==> src/design/mmcf_pkg.sv <==
`timescale 1ns / 1ps
`default_nettype none
// ----------------------------------------------------------------------------
// mmcf_pkg
// types and constants shared by the multicycle mips control unit
// ----------------------------------------------------------------------------
package mmcf_pkg;

  // instruction phase
  typedef enum logic [1:0] {
    PH_FETCH  = 2'd0,
    PH_DECODE = 2'd1,
    PH_EXEC   = 2'd2,
    PH_MEM    = 2'd3
  } phase_t;

  // opcodes
  localparam logic [5:0] OP_RTYPE = 6'h00;
  localparam logic [5:0] OP_J     = 6'h02;
  localparam logic [5:0] OP_BEQ   = 6'h04;
  localparam logic [5:0] OP_BNE   = 6'h05;
  localparam logic [5:0] OP_ADDI  = 6'h08;
  localparam logic [5:0] OP_LW    = 6'h23;
  localparam logic [5:0] OP_SW    = 6'h2b;

  // r-type function codes
  localparam logic [5:0] FN_HALT  = 6'h0c;
  localparam logic [5:0] FN_ADD   = 6'h20;
  localparam logic [5:0] FN_SUB   = 6'h22;

  // load enable bit positions
  localparam int LE_PC    = 0;
  localparam int LE_IR    = 1;
  localparam int LE_REG   = 2;
  localparam int LE_MAR   = 3;
  localparam int LE_ALU   = 4;
  localparam int LE_LOAD  = 5;
  localparam int LE_STORE = 6;
  localparam int LE_W     = 7;

  // alu b operand select codes
  localparam logic [1:0] BSEL_REG    = 2'd0;
  localparam logic [1:0] BSEL_FOUR   = 2'd1;
  localparam logic [1:0] BSEL_IMM    = 2'd2;
  localparam logic [1:0] BSEL_IMM_X4 = 2'd3;

  // alu function codes
  localparam logic ALU_ADD = 1'b0;
  localparam logic ALU_SUB = 1'b1;

  // one beat of control outputs
  typedef struct packed {
    logic              halted;
    logic              mem_read;
    logic              mem_write;
    logic [LE_W-1:0]   load_enables;
    logic              write_reg_select;
    logic              pc_select;
    logic              addr_select;
    logic              a_select;
    logic [1:0]        b_select;
    logic              reg_write_select;
    logic              alu_func;
    phase_t            phase;
  } ctrl_t;

endpackage
`default_nettype wire

==> src/design/mmcf_if.sv <==
`timescale 1ns / 1ps
`default_nettype none
// ----------------------------------------------------------------------------
// mmcf_in_if / mmcf_out_if
// valid/ready channels for instruction fields and control beats
// ----------------------------------------------------------------------------
interface mmcf_in_if;
  logic       valid;
  logic       ready;
  logic [5:0] opcode;
  logic [5:0] func_field;
  logic       zero;

  modport source (output valid, output opcode, output func_field, output zero,
                  input ready);
  modport sink (input valid, input opcode, input func_field, input zero,
                output ready);
endinterface

interface mmcf_out_if;
  logic       valid;
  logic       ready;
  logic       halted;
  logic       mem_read;
  logic       mem_write;
  logic [6:0] load_enables;
  logic       write_reg_select;
  logic       pc_select;
  logic       addr_select;
  logic       a_select;
  logic [1:0] b_select;
  logic       reg_write_select;
  logic       alu_func;
  logic [1:0] phase;

  modport source (output valid, output halted, output mem_read, output mem_write,
                  output load_enables, output write_reg_select, output pc_select,
                  output addr_select, output a_select, output b_select,
                  output reg_write_select, output alu_func, output phase,
                  input ready);
  modport sink (input valid, input halted, input mem_read, input mem_write,
                input load_enables, input write_reg_select, input pc_select,
                input addr_select, input a_select, input b_select,
                input reg_write_select, input alu_func, input phase,
                output ready);
endinterface
`default_nettype wire

==> src/design/mmcf_decode.sv <==
`timescale 1ns / 1ps
`default_nettype none
// ----------------------------------------------------------------------------
// mmcf_decode
// phase and instruction decode: control beat, next phase, halt request
// ----------------------------------------------------------------------------
module mmcf_decode (
  input  var mmcf_pkg::phase_t phase,
  input  var logic             halt_flag,
  input  var logic [5:0]       opcode,
  input  var logic [5:0]       func_field,
  input  var logic             zero,
  output mmcf_pkg::ctrl_t      ctrl,
  output mmcf_pkg::phase_t     phase_next,
  output logic                 halt_set
);

  logic is_add;
  logic is_sub;
  logic is_branch;
  logic take;

  assign is_add    = (opcode == mmcf_pkg::OP_RTYPE) && (func_field == mmcf_pkg::FN_ADD);
  assign is_sub    = (opcode == mmcf_pkg::OP_RTYPE) && (func_field == mmcf_pkg::FN_SUB);
  assign is_branch = (opcode == mmcf_pkg::OP_BEQ) || (opcode == mmcf_pkg::OP_BNE);
  assign take      = (opcode == mmcf_pkg::OP_BEQ) ? zero : !zero;

  always_comb begin
    ctrl       = '0;
    ctrl.phase = phase;
    phase_next = phase;
    halt_set   = 1'b0;
    if (halt_flag) begin
      halt_set = 1'b1;
    end else begin
      unique case (phase)
        mmcf_pkg::PH_FETCH: begin
          phase_next = mmcf_pkg::PH_DECODE;
          ctrl.mem_read = 1'b1;
          ctrl.load_enables[mmcf_pkg::LE_PC] = 1'b1;
          ctrl.load_enables[mmcf_pkg::LE_IR] = 1'b1;
          ctrl.b_select = mmcf_pkg::BSEL_FOUR;
        end
        mmcf_pkg::PH_DECODE: begin
          priority if (opcode == mmcf_pkg::OP_RTYPE && func_field == mmcf_pkg::FN_HALT) begin
            halt_set = 1'b1;
          end else if (opcode == mmcf_pkg::OP_J) begin
            phase_next = mmcf_pkg::PH_FETCH;
            ctrl.load_enables[mmcf_pkg::LE_PC] = 1'b1;
            ctrl.pc_select = 1'b1;
          end else if (opcode == mmcf_pkg::OP_ADDI) begin
            phase_next = mmcf_pkg::PH_EXEC;
            ctrl.load_enables[mmcf_pkg::LE_ALU] = 1'b1;
            ctrl.a_select = 1'b1;
            ctrl.b_select = mmcf_pkg::BSEL_IMM;
          end else if (is_add || is_sub) begin
            phase_next = mmcf_pkg::PH_EXEC;
            ctrl.load_enables[mmcf_pkg::LE_ALU] = 1'b1;
            ctrl.a_select = 1'b1;
            ctrl.b_select = mmcf_pkg::BSEL_REG;
            ctrl.alu_func = is_sub ? mmcf_pkg::ALU_SUB : mmcf_pkg::ALU_ADD;
          end else if (opcode == mmcf_pkg::OP_SW) begin
            phase_next = mmcf_pkg::PH_EXEC;
            ctrl.load_enables[mmcf_pkg::LE_MAR]   = 1'b1;
            ctrl.load_enables[mmcf_pkg::LE_STORE] = 1'b1;
            ctrl.a_select = 1'b1;
            ctrl.b_select = mmcf_pkg::BSEL_IMM;
          end else if (opcode == mmcf_pkg::OP_LW) begin
            phase_next = mmcf_pkg::PH_EXEC;
            ctrl.load_enables[mmcf_pkg::LE_MAR] = 1'b1;
            ctrl.a_select = 1'b1;
            ctrl.b_select = mmcf_pkg::BSEL_IMM;
          end else if (is_branch) begin
            phase_next = mmcf_pkg::PH_EXEC;
            ctrl.a_select = 1'b1;
            ctrl.b_select = mmcf_pkg::BSEL_REG;
            ctrl.alu_func = mmcf_pkg::ALU_SUB;
          end else begin
            halt_set = 1'b1;
          end
        end
        mmcf_pkg::PH_EXEC: begin
          priority if (opcode == mmcf_pkg::OP_ADDI) begin
            phase_next = mmcf_pkg::PH_FETCH;
            ctrl.load_enables[mmcf_pkg::LE_REG] = 1'b1;
            ctrl.write_reg_select = 1'b1;
          end else if (is_add || is_sub) begin
            phase_next = mmcf_pkg::PH_FETCH;
            ctrl.load_enables[mmcf_pkg::LE_REG] = 1'b1;
          end else if (opcode == mmcf_pkg::OP_SW) begin
            phase_next = mmcf_pkg::PH_FETCH;
            ctrl.mem_write = 1'b1;
            ctrl.addr_select = 1'b1;
          end else if (opcode == mmcf_pkg::OP_LW) begin
            phase_next = mmcf_pkg::PH_MEM;
            ctrl.mem_read = 1'b1;
            ctrl.load_enables[mmcf_pkg::LE_LOAD] = 1'b1;
            ctrl.addr_select = 1'b1;
          end else if (is_branch) begin
            phase_next = mmcf_pkg::PH_FETCH;
            if (take) begin
              ctrl.load_enables[mmcf_pkg::LE_PC] = 1'b1;
              ctrl.b_select = mmcf_pkg::BSEL_IMM_X4;
            end
          end else begin
            halt_set = 1'b1;
          end
        end
        mmcf_pkg::PH_MEM: begin
          if (opcode == mmcf_pkg::OP_LW) begin
            phase_next = mmcf_pkg::PH_FETCH;
            ctrl.load_enables[mmcf_pkg::LE_REG] = 1'b1;
            ctrl.write_reg_select = 1'b1;
            ctrl.reg_write_select = 1'b1;
          end else begin
            halt_set = 1'b1;
          end
        end
        default: begin
          halt_set = 1'b1;
        end
      endcase
    end
    ctrl.halted = halt_set;
  end

endmodule
`default_nettype wire

==> src/design/multicycle_mips_control_fsm_core.sv <==
`timescale 1ns / 1ps
`default_nettype none
// ----------------------------------------------------------------------------
// multicycle_mips_control_fsm_core
// control unit for a multicycle mips subset, one control beat per instruction beat
// ----------------------------------------------------------------------------
//  channel  dir  payload                                          handshake
//  fetch    in   opcode, func_field, zero                         valid/ready
//  ctrl     out  halted, strobes, load_enables, selects, alu_func, valid/ready
//                phase
//
// one beat in gives one beat out, through the input register, decode and the
// result register; a new beat is taken every cycle while ctrl takes its beats
// phase and sticky halt flag update when a beat moves from the input
// register into the result register
// stalls on ctrl back up through both registers; fetch.ready drops only when
// both stages are full and the result is not taken
// rst is synchronous: phase to fetch, halt flag and both valid bits cleared
// ----------------------------------------------------------------------------
module multicycle_mips_control_fsm_core (
  input  var logic   clk,
  input  var logic   rst,
  mmcf_in_if.sink    fetch,
  mmcf_out_if.source ctrl
);

  // input register
  logic       in_valid;
  logic [5:0] in_opcode;
  logic [5:0] in_func;
  logic       in_zero;

  // result register
  logic            res_valid;
  mmcf_pkg::ctrl_t res;

  // architectural state
  mmcf_pkg::phase_t cur_phase;
  mmcf_pkg::phase_t cur_phase_next;
  logic             halt_flag;
  logic             halt_flag_next;

  // decode outputs
  mmcf_pkg::ctrl_t  dec_ctrl;
  mmcf_pkg::phase_t dec_phase_next;
  logic             dec_halt;

  logic res_load;
  logic in_load;

  // result stage loads when it is empty or its beat is being taken
  assign res_load    = in_valid && (!res_valid || ctrl.ready);
  assign fetch.ready = !in_valid || res_load;
  assign in_load     = fetch.valid && fetch.ready;

  mmcf_decode u_decode (
    .phase      (cur_phase),
    .halt_flag  (halt_flag),
    .opcode     (in_opcode),
    .func_field (in_func),
    .zero       (in_zero),
    .ctrl       (dec_ctrl),
    .phase_next (dec_phase_next),
    .halt_set   (dec_halt)
  );

  // input stage
  always_ff @(posedge clk) begin
    if (rst) begin
      in_valid <= 1'b0;
    end else if (in_load) begin
      in_valid <= 1'b1;
    end else if (res_load) begin
      in_valid <= 1'b0;
    end
  end

  always_ff @(posedge clk) begin
    if (in_load) begin
      in_opcode <= fetch.opcode;
      in_func   <= fetch.func_field;
      in_zero   <= fetch.zero;
    end
  end

  // state register
  always_ff @(posedge clk) begin
    if (rst) begin
      cur_phase <= mmcf_pkg::PH_FETCH;
      halt_flag <= 1'b0;
    end else begin
      cur_phase <= cur_phase_next;
      halt_flag <= halt_flag_next;
    end
  end

  // next state: phase holds once halt is raised
  always_comb begin
    cur_phase_next = cur_phase;
    halt_flag_next = halt_flag;
    if (res_load) begin
      if (dec_halt) begin
        halt_flag_next = 1'b1;
      end else begin
        cur_phase_next = dec_phase_next;
      end
    end
  end

  // result stage
  always_ff @(posedge clk) begin
    if (rst) begin
      res_valid <= 1'b0;
    end else if (res_load) begin
      res_valid <= 1'b1;
    end else if (ctrl.ready) begin
      res_valid <= 1'b0;
    end
  end

  always_ff @(posedge clk) begin
    if (res_load) begin
      res <= dec_ctrl;
    end
  end

  assign ctrl.valid            = res_valid;
  assign ctrl.halted           = res.halted;
  assign ctrl.mem_read         = res.mem_read;
  assign ctrl.mem_write        = res.mem_write;
  assign ctrl.load_enables     = res.load_enables;
  assign ctrl.write_reg_select = res.write_reg_select;
  assign ctrl.pc_select        = res.pc_select;
  assign ctrl.addr_select      = res.addr_select;
  assign ctrl.a_select         = res.a_select;
  assign ctrl.b_select         = res.b_select;
  assign ctrl.reg_write_select = res.reg_write_select;
  assign ctrl.alu_func         = res.alu_func;
  assign ctrl.phase            = res.phase;

  // halt is sticky until reset
  a_halt_sticky: assert property (@(posedge clk) disable iff (rst)
    halt_flag |=> halt_flag)
    else $error("halt flag cleared without reset");

  // a halted beat carries only default controls
  a_halt_quiet: assert property (@(posedge clk) disable iff (rst)
    (res_valid && res.halted) |->
      (!res.mem_read && !res.mem_write && res.load_enables == '0))
    else $error("halted beat drives controls");

  // memory is never read and written in the same beat
  a_mem_excl: assert property (@(posedge clk) disable iff (rst)
    res_valid |-> !(res.mem_read && res.mem_write))
    else $error("memory read and write together");

  // a fetch beat that is issued always moves the phase on to decode
  a_fetch_adv: assert property (@(posedge clk) disable iff (rst)
    (res_load && !halt_flag && cur_phase == mmcf_pkg::PH_FETCH) |=>
      (cur_phase == mmcf_pkg::PH_DECODE))
    else $error("fetch did not advance to decode");

  // phase only moves when a beat is issued
  a_phase_hold: assert property (@(posedge clk) disable iff (rst)
    !res_load |=> $stable(cur_phase))
    else $error("phase moved without a beat");

endmodule
`default_nettype wire

==> src/flat_wrapper.sv <==
// flat-port wrapper written by rule: the top's interface ports become plain ports
module multicycle_mips_control_fsm_core_flat 
  (clk, rst, fetch_valid, fetch_opcode, fetch_func_field, fetch_zero, fetch_ready, ctrl_valid, ctrl_halted, ctrl_mem_read, ctrl_mem_write, ctrl_load_enables, ctrl_write_reg_select, ctrl_pc_select, ctrl_addr_select, ctrl_a_select, ctrl_b_select, ctrl_reg_write_select, ctrl_alu_func, ctrl_phase, ctrl_ready);
  mmcf_in_if fetch_i ();
  mmcf_out_if ctrl_i ();
  input  var logic clk;
  input  var logic rst;
  input wire logic [$bits(fetch_i.valid)-1:0] fetch_valid;
  input wire logic [$bits(fetch_i.opcode)-1:0] fetch_opcode;
  input wire logic [$bits(fetch_i.func_field)-1:0] fetch_func_field;
  input wire logic [$bits(fetch_i.zero)-1:0] fetch_zero;
  output wire logic [$bits(fetch_i.ready)-1:0] fetch_ready;
  output wire logic [$bits(ctrl_i.valid)-1:0] ctrl_valid;
  output wire logic [$bits(ctrl_i.halted)-1:0] ctrl_halted;
  output wire logic [$bits(ctrl_i.mem_read)-1:0] ctrl_mem_read;
  output wire logic [$bits(ctrl_i.mem_write)-1:0] ctrl_mem_write;
  output wire logic [$bits(ctrl_i.load_enables)-1:0] ctrl_load_enables;
  output wire logic [$bits(ctrl_i.write_reg_select)-1:0] ctrl_write_reg_select;
  output wire logic [$bits(ctrl_i.pc_select)-1:0] ctrl_pc_select;
  output wire logic [$bits(ctrl_i.addr_select)-1:0] ctrl_addr_select;
  output wire logic [$bits(ctrl_i.a_select)-1:0] ctrl_a_select;
  output wire logic [$bits(ctrl_i.b_select)-1:0] ctrl_b_select;
  output wire logic [$bits(ctrl_i.reg_write_select)-1:0] ctrl_reg_write_select;
  output wire logic [$bits(ctrl_i.alu_func)-1:0] ctrl_alu_func;
  output wire logic [$bits(ctrl_i.phase)-1:0] ctrl_phase;
  input wire logic [$bits(ctrl_i.ready)-1:0] ctrl_ready;
  assign fetch_i.valid = fetch_valid;
  assign fetch_i.opcode = fetch_opcode;
  assign fetch_i.func_field = fetch_func_field;
  assign fetch_i.zero = fetch_zero;
  assign fetch_ready = fetch_i.ready;
  assign ctrl_valid = ctrl_i.valid;
  assign ctrl_halted = ctrl_i.halted;
  assign ctrl_mem_read = ctrl_i.mem_read;
  assign ctrl_mem_write = ctrl_i.mem_write;
  assign ctrl_load_enables = ctrl_i.load_enables;
  assign ctrl_write_reg_select = ctrl_i.write_reg_select;
  assign ctrl_pc_select = ctrl_i.pc_select;
  assign ctrl_addr_select = ctrl_i.addr_select;
  assign ctrl_a_select = ctrl_i.a_select;
  assign ctrl_b_select = ctrl_i.b_select;
  assign ctrl_reg_write_select = ctrl_i.reg_write_select;
  assign ctrl_alu_func = ctrl_i.alu_func;
  assign ctrl_phase = ctrl_i.phase;
  assign ctrl_i.ready = ctrl_ready;
  multicycle_mips_control_fsm_core u_core (.clk(clk), .rst(rst), .fetch(fetch_i), .ctrl(ctrl_i));
endmodule
==> config.mk <==
export PLATFORM = sky130hd
export DESIGN_NAME = multicycle_mips_control_fsm_core_flat
export DESIGN_NICKNAME = d
export VERILOG_FILES = /design/src/design/mmcf_pkg.sv /design/src/design/mmcf_if.sv /design/src/design/mmcf_decode.sv /design/src/design/multicycle_mips_control_fsm_core.sv /design/src/flat_wrapper.sv
export SDC_FILE = /design/constraint.sdc
export NUM_CORES = 1
export LEC_CHECK = 0
export BUFFER_PORTS_ARGS = -buffer_cell sky130_fd_sc_hd__buf_2
export CAP_MARGIN = 20
export CORE_MARGIN = 5
export CORE_UTILIZATION = 40
export CTS_CLUSTER_DIAMETER = 80
export DETAILED_ROUTE_END_ITERATION = 6
export PLACE_DENSITY = 0.68
export SLEW_MARGIN = 20
export SYNTH_ARGS = -nofsm -noshare
export SYNTH_HDL_FRONTEND = slang
export SYNTH_SLANG_ARGS = --single-unit
==> constraint.sdc <==
create_clock -name clk -period 2 [get_ports clk]
set_input_delay 0.5 -clock clk [delete_from_list [all_inputs] [get_ports clk]]
set_output_delay 0.5 -clock clk [all_outputs]
set_load 0.05 [all_outputs]
==> flow_summary.json <==
{
  "final_common_cell": "buf_2",
  "grt_pass1_vias": 1020,
  "fp-row-count": 23,
  "yosysTopAreaCell": "edfxtp_1",
  "io-pin-count": 39,
  "synthTopCellsByArea": "edfxtp_1 (61%), dfxtp_1 (6.1%), nor2_1 (3.2%), nand2_1 (1.6%), nand2b_1 (1.5%)",
  "grt_setup_unrepaired": "no",
  "h-tree-depth": 2,
  "max_freq_mhz": 523,
  "reg2reg_from": "u_core.in_opcode[2]$_DFFE_PP_",
  "layout.nets": 191,
  "ys_async_sr_fraction": 0,
  "rr_worst_depth": 7,
  "worstHoldStart": "fetch_func_field[5]",
  "endpoint_kind": "register",
  "vias": 1136,
  "netlist_area_um2": 1630,
  "clock_path_buffers": 2,
  "multi_input_area_um2": 512,
  "finClkSkew_ps": 2.94,
  "ys_seq_area_frac": 0.669,
  "slew_headroom": 0.653,
  "antenna_cells": 0,
  "drtIter0Drc": 47,
  "cts_tree": "built",
  "wire_per_inst_um": 13.0,
  "numCtsBuffers": 5,
  "nFillCells": 341,
  "ys.warnings.count": 0,
  "die_area_um2": 5450,
  "track_usage": 0.115,
  "maxCapViolCount": 0,
  "reg2reg_to": "u_core.cur_phase[1]$_SDFFE_PP0P_",
  "regArea_um2": 1090,
  "initial_utilization": 0.411,
  "yosysUniqueCellTypes": 41,
  "start_kind": "register",
  "final_antenna_net_count": 0,
  "grt_max_degree": 18,
  "peakVddDrop_v": 0.000371,
  "powerDensity_nw_per_um2": 792,
  "clkTransAtPathRegs_ps": 70,
  "hold_class": "primary input to register",
  "syn_inst": 123,
  "clk_latency_ps": 280,
  "wl_um": 2920,
  "max_slew.worst_pin.slew_ps": 520,
  "cp_max_fo": 5,
  "avgSynthCellArea_um2": 13.3,
  "cts_sinks": 38,
  "synthFlopType": "edfxtp_1",
  "finalCriticalPeriod_ps": 1910,
  "fin_hold_ws_ps": 387,
  "route.detailed.drc": 0,
  "globalplace.congestion": 0.937,
  "fp.coreArea_um2": 3970,
  "fin_crit_sh": 0.955,
  "port_buffers": 38,
  "die_y_um": 73.8,
  "antenna_found_initial": 0,
  "leakage_nw": 0.768,
  "hold_viol": 0,
  "final_max_slew_viol_count": 0,
  "synth_seq_cells": 38,
  "synth_fp_nets": 140,
  "synth_edf_count": 33,
  "cp_data_arrival_time_ps": 2110,
  "layout-drive-gt1-share": 0.349,
  "root_buffer": "clkbuf_8",
  "outcome": "finished, final reports clean",
  "grt_pass1_wl_um": 4660,
  "drt_pass1_iterations": 4,
  "layout_common_cells": "buf_2 (38), edfxtp_1 (33), nor2_1 (14), buf_4 (9), nand2_1 (7)",
  "min_path_cells": 1,
  "ctsHoldBuffers": 0,
  "hold_path_end": "u_core.in_func[5]$_DFFE_PP_",
  "path_class": "register to register",
  "fp.dieW_um": 73.8,
  "syn2layout_area_growth_pct": 25.1,
  "dpl.hpwl_um": 2210,
  "finalSetupViolCount": 0,
  "via_per_inst": 5.05,
  "yosysTopAreaCellShare": 0.608,
  "grt_overflow": 0,
  "cp.required_ps": 2200,
  "reg2reg_slack_ps": 90,
  "setup_tns_ps": 0
}
[synthesized netlist by cell type, types with 2 or more instances]
master / count
nor2b_1: 2
or3_1: 2
and2_1: 2
nand2b_1: 4
dfxtp_1: 5
xnor2_1: 2
inv_1: 4
o211a_1: 2
nand4b_1: 2
a31oi_1: 2
and3_1: 3
clkbuf_1: 3
nand2_1: 7
nor2_1: 14
edfxtp_1: 33
o31ai_1: 2
nor3_1: 5
o21ai_0: 3
a21oi_1: 3
a211oi_1: 2
[cell type report]
class                   count  area share
multi-input cells          77       0.251
flip-flops and latches     38       0.535
inverters                   4     0.00736
repair buffers             48       0.136
well taps                  50      0.0307
clock inverters             2     0.00429
clock buffers               6      0.0356
[per-stage QoR]
step,cells,worst slack (ps),total power [mW],util,instance area (um2)
5_1_grt,225,6.40,1.69,0.514,2040
6_report,225,89.3,1.62,0.514,2040
3_3_place_gp,210,127,1.14,0.476,1890
4_1_cts,218,5.91,1.62,0.497,1970
3_5_place_dp,210,41.3,1.15,0.476,1890
2_1_floorplan,123,50.8,1.09,-,1630
[flip-flops by register name, indices dropped and copies added (netlist names)]
name / cells
u_core.ctrl.a_select: 1
u_core.ctrl.addr_select: 1
u_core.ctrl.alu_func: 1
u_core.ctrl.b_select: 2
u_core.ctrl.halted: 1
u_core.ctrl.load_enables: 7
u_core.ctrl.mem_read: 1
u_core.ctrl.mem_write: 1
u_core.ctrl.pc_select: 1
u_core.ctrl.phase: 2
u_core.ctrl.reg_write_select: 1
u_core.ctrl.valid: 1
u_core.ctrl.write_reg_select: 1
u_core.cur_phase: 2
u_core.halt_flag: 1
u_core.in_func: 6
u_core.in_opcode: 6
u_core.in_valid: 1
u_core.in_zero: 1
[how the worst max path moves through the flow]
stage | to | from | depth (start not counted) | slack (ps)
2_1_floorplan | u_core.cur_phase[1]$_SDFFE_PP0P_ | u_core.ctrl.valid$_SDFFE_PP0P_ | 6 | 50
3_3_place_gp | u_core.cur_phase[1]$_SDFFE_PP0P_ | u_core.in_opcode[2]$_DFFE_PP_ | 5 | 130
3_5_place_dp | u_core.cur_phase[1]$_SDFFE_PP0P_ | u_core.in_opcode[2]$_DFFE_PP_ | 5 | 40
4_1_cts | u_core.cur_phase[1]$_SDFFE_PP0P_ | u_core.in_opcode[2]$_DFFE_PP_ | 5 | 6
5_1_grt | u_core.cur_phase[1]$_SDFFE_PP0P_ | u_core.in_opcode[1]$_DFFE_PP_ | 5 | 6
6_report | u_core.cur_phase[1]$_SDFFE_PP0P_ | u_core.in_opcode[2]$_DFFE_PP_ | 7 | 90
[layer usage]
layer	global-route usage	vias to the layer above	share of wire	wire [um]
met5	0	-	0	0
met4	0.0483	0	0.018	53
met3	0.0520	8	0.090	263
met2	0.178	42	0.46	1350
met1	0.138	519	0.43	1250
li1	-	567	-	-
[report_power, final]
part | internal [mW] | switching (mW) | leakage (nW) | total, mW
Clock | 0.239 | 0.233 | 0.0426 | 0.472
Sequential | 0.907 | 0.0253 | 0.357 | 0.932
Combinational | 0.0745 | 0.138 | 0.368 | 0.212
Total | 1.22 | 0.396 | 0.768 | 1.62
[worst max-delay path, stage by stage, from the launching register on]
cell and delay, ps:
edfxtp_1 450, buf_4 180, buf_4 140, buf_4 130, nor3_2 180, o32ai_1 150, or3_4 380, o31ai_1 220
[kinds of logic (layout without fill, tap and decap cells)]
logic type,Yosys count,count (layout),share of synthesized area
and+or+nand+nor,52,52,0.193
xor gates and xnor gates,2,2,0.0107
AOI/OAI and AO/OA,22,22,0.0959
buffers and inverters,8,60,0.0253
muxes,1,1,0.00614
DFF,38,38,0.669
[repair_timing]
action	4_1_cts	5_1_grt
endpoints found under the hold margin	0	0
buffers inserted	0	7
gates resized for setup	0	2
setup endpoints to repair	0	4
No activity file was read; power rests on OpenSTA's default activity.
